==> src/rtl/gnt_pkg.sv <==
// ----------------------------------------------------------------------------
// gnt_pkg: shared types and constants for the gradient noise block
// table sizes, request codes and the queue entry passed from front to back
// ----------------------------------------------------------------------------
package gnt_pkg;

  localparam int unsigned TableSize  = 256;
  localparam int unsigned IdxW       = $clog2(TableSize);
  localparam int unsigned MaxOctaves = 8;
  localparam int unsigned OctW       = $clog2(MaxOctaves);

  localparam logic signed [18:0] OutMax = 19'sd262143;
  localparam logic signed [18:0] OutMin = -19'sd262144;

  typedef enum logic [1:0] {
    REQ_NOISE = 2'd0,
    REQ_TURB  = 2'd1,
    REQ_PERM  = 2'd2,
    REQ_GRAD  = 2'd3
  } req_e;

  typedef enum logic [1:0] {
    SEL_X = 2'd0,
    SEL_Y = 2'd1,
    SEL_Z = 2'd2,
    SEL_NONE = 2'd3
  } sel_e;

  // evaluator states
  typedef enum logic [2:0] {
    ST_IDLE, ST_SETUP, ST_SMOOTH, ST_CORNER, ST_DRAIN, ST_FOLD, ST_OUT
  } st_e;

  // evaluation job handed from front to back
  typedef struct packed {
    logic              turb;
    logic [OctW:0]     n_oct;
    logic [31:0]       px;
    logic [31:0]       py;
    logic [31:0]       pz;
  } job_t;

  localparam int unsigned JobW = $bits(job_t);

  // table write request
  typedef struct packed {
    logic              perm_we;
    sel_e              sel;
    logic              grad_we;
    logic [IdxW-1:0]   idx;
    logic [IdxW-1:0]   pval;
    logic [47:0]       grad;
  } twr_t;

endpackage

==> src/rtl/gnt_front.sv <==
// ----------------------------------------------------------------------------
// gnt_front: request decoder
// loads go to the table write port once nothing is pending, evaluations are
// queued
// ----------------------------------------------------------------------------
module gnt_front (
  input  logic              clk_i,
  input  logic              rst_ni,
  input  logic              s_valid_i,
  output logic              s_ready_o,
  input  logic [1:0]        req_type_i,
  input  logic [1:0]        table_select_i,
  input  logic [7:0]        entry_index_i,
  input  logic [7:0]        perm_value_i,
  input  logic [47:0]       grad_i,
  input  logic [95:0]       point_i,
  input  logic [3:0]        octave_count_i,
  output gnt_pkg::twr_t     twr_o,
  output logic              q_valid_o,
  input  logic              q_ready_i,
  output gnt_pkg::job_t     q_job_o
);
  import gnt_pkg::*;

  localparam int unsigned QDepth = 2;

  job_t       q_mem [QDepth];
  logic       wp_q, rp_q;
  logic [1:0] cnt_q;
  logic       acc, push, pop, is_eval;
  job_t       job;
  req_e       req;

  assign req      = req_e'(req_type_i);
  assign is_eval  = (req == REQ_NOISE) || (req == REQ_TURB);
  // a load waits until every earlier evaluation has finished reading the tables
  assign s_ready_o = is_eval ? (cnt_q != 2'(QDepth)) : ((cnt_q == 2'd0) && q_ready_i);
  assign acc      = s_valid_i && s_ready_o;
  assign push     = acc && is_eval;
  assign pop      = q_valid_o && q_ready_i;
  assign q_valid_o = (cnt_q != 2'd0);
  assign q_job_o  = q_mem[rp_q];

  always_comb begin
    job.turb = (req == REQ_TURB);
    if (octave_count_i > 4'(MaxOctaves)) begin
      job.n_oct = (OctW+1)'(MaxOctaves);
    end else begin
      job.n_oct = octave_count_i[OctW:0];
    end
    job.px = point_i[31:0];
    job.py = point_i[63:32];
    job.pz = point_i[95:64];
  end

  always_comb begin
    twr_o.perm_we = acc && (req == REQ_PERM);
    twr_o.sel     = sel_e'(table_select_i);
    twr_o.grad_we = acc && (req == REQ_GRAD);
    twr_o.idx     = entry_index_i[IdxW-1:0];
    twr_o.pval    = perm_value_i[IdxW-1:0];
    twr_o.grad    = grad_i;
  end

  always_ff @(posedge clk_i) begin
    if (push) begin
      q_mem[wp_q] <= job;
    end
  end

  always_ff @(posedge clk_i or negedge rst_ni) begin
    if (!rst_ni) begin
      wp_q  <= 1'b0;
      rp_q  <= 1'b0;
      cnt_q <= 2'd0;
    end else begin
      if (push) wp_q <= ~wp_q;
      if (pop)  rp_q <= ~rp_q;
      cnt_q <= cnt_q + 2'(push) - 2'(pop);
    end
  end

endmodule

==> config.mk <==
export PLATFORM = sky130hd
export DESIGN_NAME = gnt_front
export DESIGN_NICKNAME = d
export VERILOG_FILES = /design/src/rtl/gnt_pkg.sv /design/src/rtl/gnt_front.sv
export SDC_FILE = /design/constraint.sdc
export NUM_CORES = 1
export LEC_CHECK = 0
export BUFFER_PORTS_ARGS = -buffer_cell sky130_fd_sc_hd__buf_2
export CORE_MARGIN = 2
export CORE_UTILIZATION = 48
export CTS_BUF_LIST = sky130_fd_sc_hd__clkbuf_16
export DETAILED_ROUTE_END_ITERATION = 7
export PLACE_DENSITY = 0.84
export SYNTH_ARGS = -nofsm -noshare
export SYNTH_HDL_FRONTEND = slang
export SYNTH_SLANG_ARGS = --single-unit
==> constraint.sdc <==
create_clock -name clk_i -period 6.8 [get_ports clk_i]
set_input_delay 0.68 -clock clk_i [delete_from_list [all_inputs] [get_ports clk_i]]
set_output_delay 0.68 -clock clk_i [all_outputs]
set_load 0.02 [all_outputs]
==> impl_metrics.toml, run 1 <==
[timing]
worst_pin_slew_ps = 782
period_needed_ps = 3280
setup_viol = 0
hold_slack_ps = 382
setup_slack_ps = 3520
hold_viol = 0
rsz0062_at_grt = "false"
tns_ps = 0
fin_worst_skew_ps = 11.8
period_share = 0.483
finalMaxSlewViolations = 0
relSlewSlack = 0.479
max_clock_freq_ghz = 0.304

[setup_path]
critPathMaxFanout = 53
rr_worst_depth = 5
r2r-start = "cnt_q[1]"
crit_required_ps = 6120
startpoint = "rp_q"
critPathKind = "flop to output port"
end_kind = "output port"
r2r_slack_ps = 4190
timing.rr.end = "q_mem[0][33]"
slowest_delay_ps = 870
cp_slowest_cell = "dfrtp_4"
critPathArrivalTime_ps = 2600
crit_path_start_kind = "flop"
cp_cell_sequence = "buf_4, mux2_2, buf_2"

[power_and_ir_drop]
total_power_mw = 3.82
irDropWorstVdd_v = 0.000238
powerDensity_nw_per_um2 = 401
p_leak_nw = 3.55

[die]
io_pins = 343
fp.dieArea_um2 = 17900
die_w_um = 134
start_util = 0.488
rows = 47
die_h_um = 134
fp.coreArea_um2 = 16500

[worst_hold_path]
min_to = "q_mem[1][48]"
holdPathStages = 1
hp-start = "point_i[48]"
hold_path_class = "input port to flop"

[drt]
vias = 4026
wirelength_um = 16400
dr.first_iter.drc_count = 236
avgRoutedWirePerCell_um = 20.2
firstDrtPassIters = 4
detail_route.vias_per_cell = 4.98
ant_nets = 0
drc = 0

[synthesis]
synth-compound-area-share = 0.00357
ys.flop_type = "edfxtp_1"
syn-num-nets = 587
synth_mux_area_frac = 0.141
yosysSeqAreaShare = 0.764
ys_types = 23
avgSynthCellArea_um2 = 19.5
synth-xor-area-share = 0.00326
synthSimpleGateAreaFrac = 0.0143
synth_top_family_by_area = "multiplexers"
synth_area_leader_cell = "edfxtp_1"
ys_ff_latch = 206
synth_top_area_frac = 0.752
synthesis.area_um2 = 8070
yosys.area_share.adder = 0.00155
async_flop_share = 0.0194
yosys-top-cells-area = "edfxtp_1 (75%), mux2_2 (13%), buf_4 (6.9%)"
synth_edf_count = 202
synthCells = 414
ys_warn_count = 0

[grt]
grtUsageMet3 = 0.0887
grt_max_degree = 57
grt_pass1_vias = 4146
overflow = 0
grtUsageMet1 = 0.187
grtUsageTotal = 0.175
met2_usage = 0.307
busiest_layer = "met2"
grt_pass1_wl_um = 24000
antenna_found_initial = 0

[finish]
area.growth.synth_to_final_pct = 18.1
num-fill-cells = 1250
post-route-cell-area_um2 = 9530
drive_gt1_frac = 0.580
stdcell_count = 808
insertedDiodeCount = 0
num-nets-final = 747
final_core_util = 0.577

[placement]
dp_hpwl_um = 11500
dp_slack_ps = 3770
portBuffers = 210
placedCellCount = 770
gp_congestion = 0.795
placedInstanceArea_um2 = 8860

[clocking]
clk_pin_slew_ps = 60
cts_made_buffers = 21
cts_max_level = 1
clk-insertion-delay-late_ps = 480
clock_path_buffers = 3
cts.sinks = 206
cts_resized = 0
root_buffer = "clkbuf_16"
cts_tree = "yes"

[status]
status = "finished, final reports clean"

[run]
drv_cap = 0
[sequential cells by signal, indices dropped and copies added, names as in the netlist]
signal / cells
cnt_q: 2
wp_q: 1
q_mem: 202
rp_q: 1
[worst max path at each step]
| stage | end | cells past startpoint |
|---|---|---|
| final | q_job_o[90] | 3 |
| after CTS | q_job_o[90] | 3 |
| after floorplan | q_mem[0][0] | 3 |
| after global placement | q_mem[0][85] | 6 |
| after global routing | q_job_o[90] | 3 |
| after detailed placement | q_mem[0][89] | 6 |
[critical path, delay by kind of cell, from the launching register on]
kind                   cells  cell delay [ps]
multiplexers               1              430
buffers and inverters      2              810
flip-flops                 1              870
[cells in the final DEF, fill, tap and decap left out]
| cell type | instances |
|---|---|
| a21bo_1 | 1 |
| a21oi_1 | 2 |
| a311oi_1 | 1 |
| and2_4 | 1 |
| buf_2 | 210 |
| buf_4 | 4 |
| bufinv_16 | 2 |
| clkbuf_16 | 21 |
| clkinv_1 | 6 |
| clkinv_2 | 3 |
| clkinvlp_4 | 3 |
| dfrtp_1 | 3 |
| dfrtp_4 | 1 |
| dlygate4sd3_1 | 1 |
| edfxtp_1 | 202 |
| ha_1 | 1 |
| inv_1 | 4 |
| mux2_1 | 9 |
| mux2_2 | 92 |
| nand2_1 | 2 |
| nand2b_1 | 1 |
| nand4_1 | 1 |
| nor2_1 | 5 |
| nor2_2 | 1 |
| nor2b_1 | 4 |
| nor2b_4 | 3 |
| nor3_1 | 1 |
| xnor2_1 | 2 |
| xor2_1 | 1 |
[synth_stat cells (all sizes together) (2+ instances only)]
cell type  number
dfrtp           4
inv             2
edfxtp        202
mux2          101
xnor2           2
a21oi           2
nor2b           7
nor2            6
nand2           2
buf            77
[area by class of cell]
class / instances / area (µm²) / area share
Sequential cell: 206 / 6170 / 0.648
Clock buffer: 21 / 526 / 0.0552
Clock inverter: 16 / 128 / 0.0134
Timing Repair Buffer: 215 / 1090 / 0.115
Multi-Input combinational cell: 128 / 1330 / 0.140
Tap cell: 220 / 275 / 0.0289
Inverter: 2 / 7.51 / 0.000788
[report_power, final]
part	leakage (nW)	internal, mW	switching (mW)
registers	1.90	1.58	0.103
clock network	0.319	0.637	0.446
logic	1.34	0.437	0.616
[cell families after synthesis]
kind of cell    Yosys count
fa+ha+maj                 1
buf+inv                  80
simple gates             19
compound gates            4
mux                     101
flops                   206
xor+xnor                  3
[what timing repair did]
item | CTS | global route
setup endpoints to repair | 0 | 0
endpoints found under the hold margin | 4 | 0
hold buffers | 1 | 0
setup buffers | 0 | 0
[layer usage]
layer  vias to the layer above  share of wire
li1                       1821              -
met1                      1945           0.36
met2                       233           0.50
met3                        27           0.12
met4                         0          0.018
met5                         -              0
Note: power is estimated with default switching activity, not from simulation.
==> run 2: changes to the inputs <==
Settings changed: ABC_AREA set to 1.
Clock period 6.8 ns to 3.4 ns, I/O delays scaled along.
==> impl_metrics.toml, run 2 <==
[status]
status = "finished, final reports clean"

[die]
fp.dieArea_um2 = 18000
io_pins = 343
start_util = 0.490
die_w_um = 134
fp.coreArea_um2 = 16600
rows = 47
die_h_um = 134

[synthesis]
synth_area_leader_cell = "edfxtp_1"
ys_warn_count = 0
synth_edf_count = 202
ys_ff_latch = 206
synth_common_cells = "nand2_1 (316), edfxtp_1 (202), buf_4 (75)"
synthSimpleGateAreaFrac = 0.153
yosysSeqAreaShare = 0.758
avgSynthCellArea_um2 = 12.6
synth-xor-area-share = 0.00108
synth-compound-area-share = 0.00154
synth_mux_area_frac = 0
ys_types = 15
synthCells = 644
synth_top_family_by_area = "simple AND/OR/NAND/NOR gates"
yosys-top-cells-area = "edfxtp_1 (75%), nand2_1 (15%), buf_4 (6.9%)"
synthesis.area_um2 = 8130
async_flop_share = 0.0194
ys.flop_type = "edfxtp_1"
synth_top_area_frac = 0.746
syn-num-nets = 817
yosys.area_share.adder = 0.00154
post-synth-top-count-cell = "nand2_1"

[placement]
dp_slack_ps = 1230
gp_congestion = 0.778
portBuffers = 210
dp_hpwl_um = 12800
placedCellCount = 991
placedInstanceArea_um2 = 8900

[timing]
setup_slack_ps = 729
period_needed_ps = 2670
hold_viol = 0
fin_worst_skew_ps = 14.5
finalMaxSlewViolations = 0
period_share = 0.786
worst_pin_slew_ps = 791
max_clock_freq_ghz = 0.374
setup_viol = 0
hold_slack_ps = 31.1
relSlewSlack = 0.473
rsz0062_at_grt = "false"

[clocking]
cts_tree = "yes"
cts.sinks = 206
clk-insertion-delay-late_ps = 490
root_buffer = "clkbuf_16"
clk_pin_slew_ps = 60
cts_max_level = 1
clock_path_buffers = 3
cts_made_buffers = 21

[setup_path]
slowest_delay_ps = 920
critPathArrivalTime_ps = 2330
cp_cell_sequence = "clkinv_2, buf_4, nand2_1, nand2_1, buf_2"
crit_path_start_kind = "flop"
cp_slowest_cell = "dfrtp_4"
crit_required_ps = 3060
critPathKind = "flop to output port"
end_kind = "output port"
cpMostUsedCell = "nand2_1"
critPathMaxFanout = 69

[drt]
dr.first_iter.drc_count = 218
vias = 4939
firstDrtPassIters = 5
detail_route.vias_per_cell = 4.80
drc = 0
wirelength_um = 18700
avgRoutedWirePerCell_um = 18.1
ant_nets = 0

[grt]
grt_max_degree = 103
antenna_found_initial = 1
grt_pass1_wl_um = 26400
grtUsageTotal = 0.195
overflow = 0
grt_pass1_vias = 4841

[finish]
area.growth.synth_to_final_pct = 17.7
regMostFlops = "q_mem"
post-route-cell-area_um2 = 9570
layout_commonest_cell = "nand2_1"
drive_gt1_frac = 0.308
largest_reg_flops = 202
top_regs = "q_mem x202, cnt_q x2"
layout_common_cells = "nand2_1 (316), buf_2 (210), edfxtp_1 (202), clkbuf_16 (21), inv_1 (20)"
stdcell_count = 1030
num-nets-final = 968

[power_and_ir_drop]
irDropWorstVdd_v = 0.000572
powerDensity_nw_per_um2 = 842
p_leak_nw = 4.16
total_power_mw = 8.05

[worst_hold_path]
hold_path_class = "input port to flop"

[run]
drv_cap = 0
run 2: timing repair:
item,4_1_cts,5_1_grt
setup buffers,0,0
setup endpoints to repair,0,0
gates resized for setup,0,0
hold endpoints to repair,4,0
hold buffers,1,0
run 2: path summary, 6_finish.rpt:
kind	start	end	slack [ps]	cells past startpoint
worst min register to register	cnt_q[0]	cnt_q[0]	550	1
min in group asynchronous	rst_ni	wp_q	190	2
worst max register to register	cnt_q[1]	q_mem[1][21]	1420	4
worst min-delay path	point_i[8]	q_mem[0][72]	30	1
worst max-delay path	rp_q	q_job_o[54]	730	5
max in group asynchronous	rst_ni	rp_q	3060	2
run 2: through the flow:
step / TNS [ps] / util
after floorplan: -70930 / -
after global placement: 0 / 0.537
after detailed placement: 0 / 0.537
after CTS: 0 / 0.577
after global routing: 0 / 0.577
final: 0 / 0.577
run 2: logic make-up (layout without fill, tap and decap cells):
| logic type | after synthesis | count (layout) |
|---|---|---|
| and+or+nand+nor | 329 | 329 |
| DFF | 206 | 206 |
| buffers and inverters | 105 | 270 |
| AOI/OAI and AO/OA | 2 | 2 |
| adders and majority gates | 1 | 1 |
| xor gates and xnor gates | 1 | 1 |
| other | 0 | 1 |
run 2: layout make-up:
type | instances | area [µm²]
antenna | 1 | 2.50
clock buffer | 21 | 526
clock inverter | 16 | 126
fill | 1315 | 7020
inverter | 16 | 61.3
multi-input combinational | 333 | 1290
sequential | 206 | 6170
tap | 220 | 275
timing repair buffer | 217 | 1120
run 2: power by group:
part | switching (mW) | internal, mW
Sequential | 0.217 | 3.16
Clock | 0.894 | 1.27
Combinational | 1.79 | 0.726
run 2: critical path, delay by kind of cell (launching register included):
kind | cells | cell delay [ps]
and+or+nand+nor | 2 | 230
buffers and inverters | 3 | 600
DFF | 1 | 920
run 2: metal layers:
layer	vias to the layer above	part of all wire	routed length, µm	GRT usage
met1	2289	0.32	5910	0.184
met3	42	0.13	2380	0.0990
li1	2371	-	-	-
met2	237	0.51	9600	0.354
met5	-	0	0	0
met4	0	0.042	788	0.0854
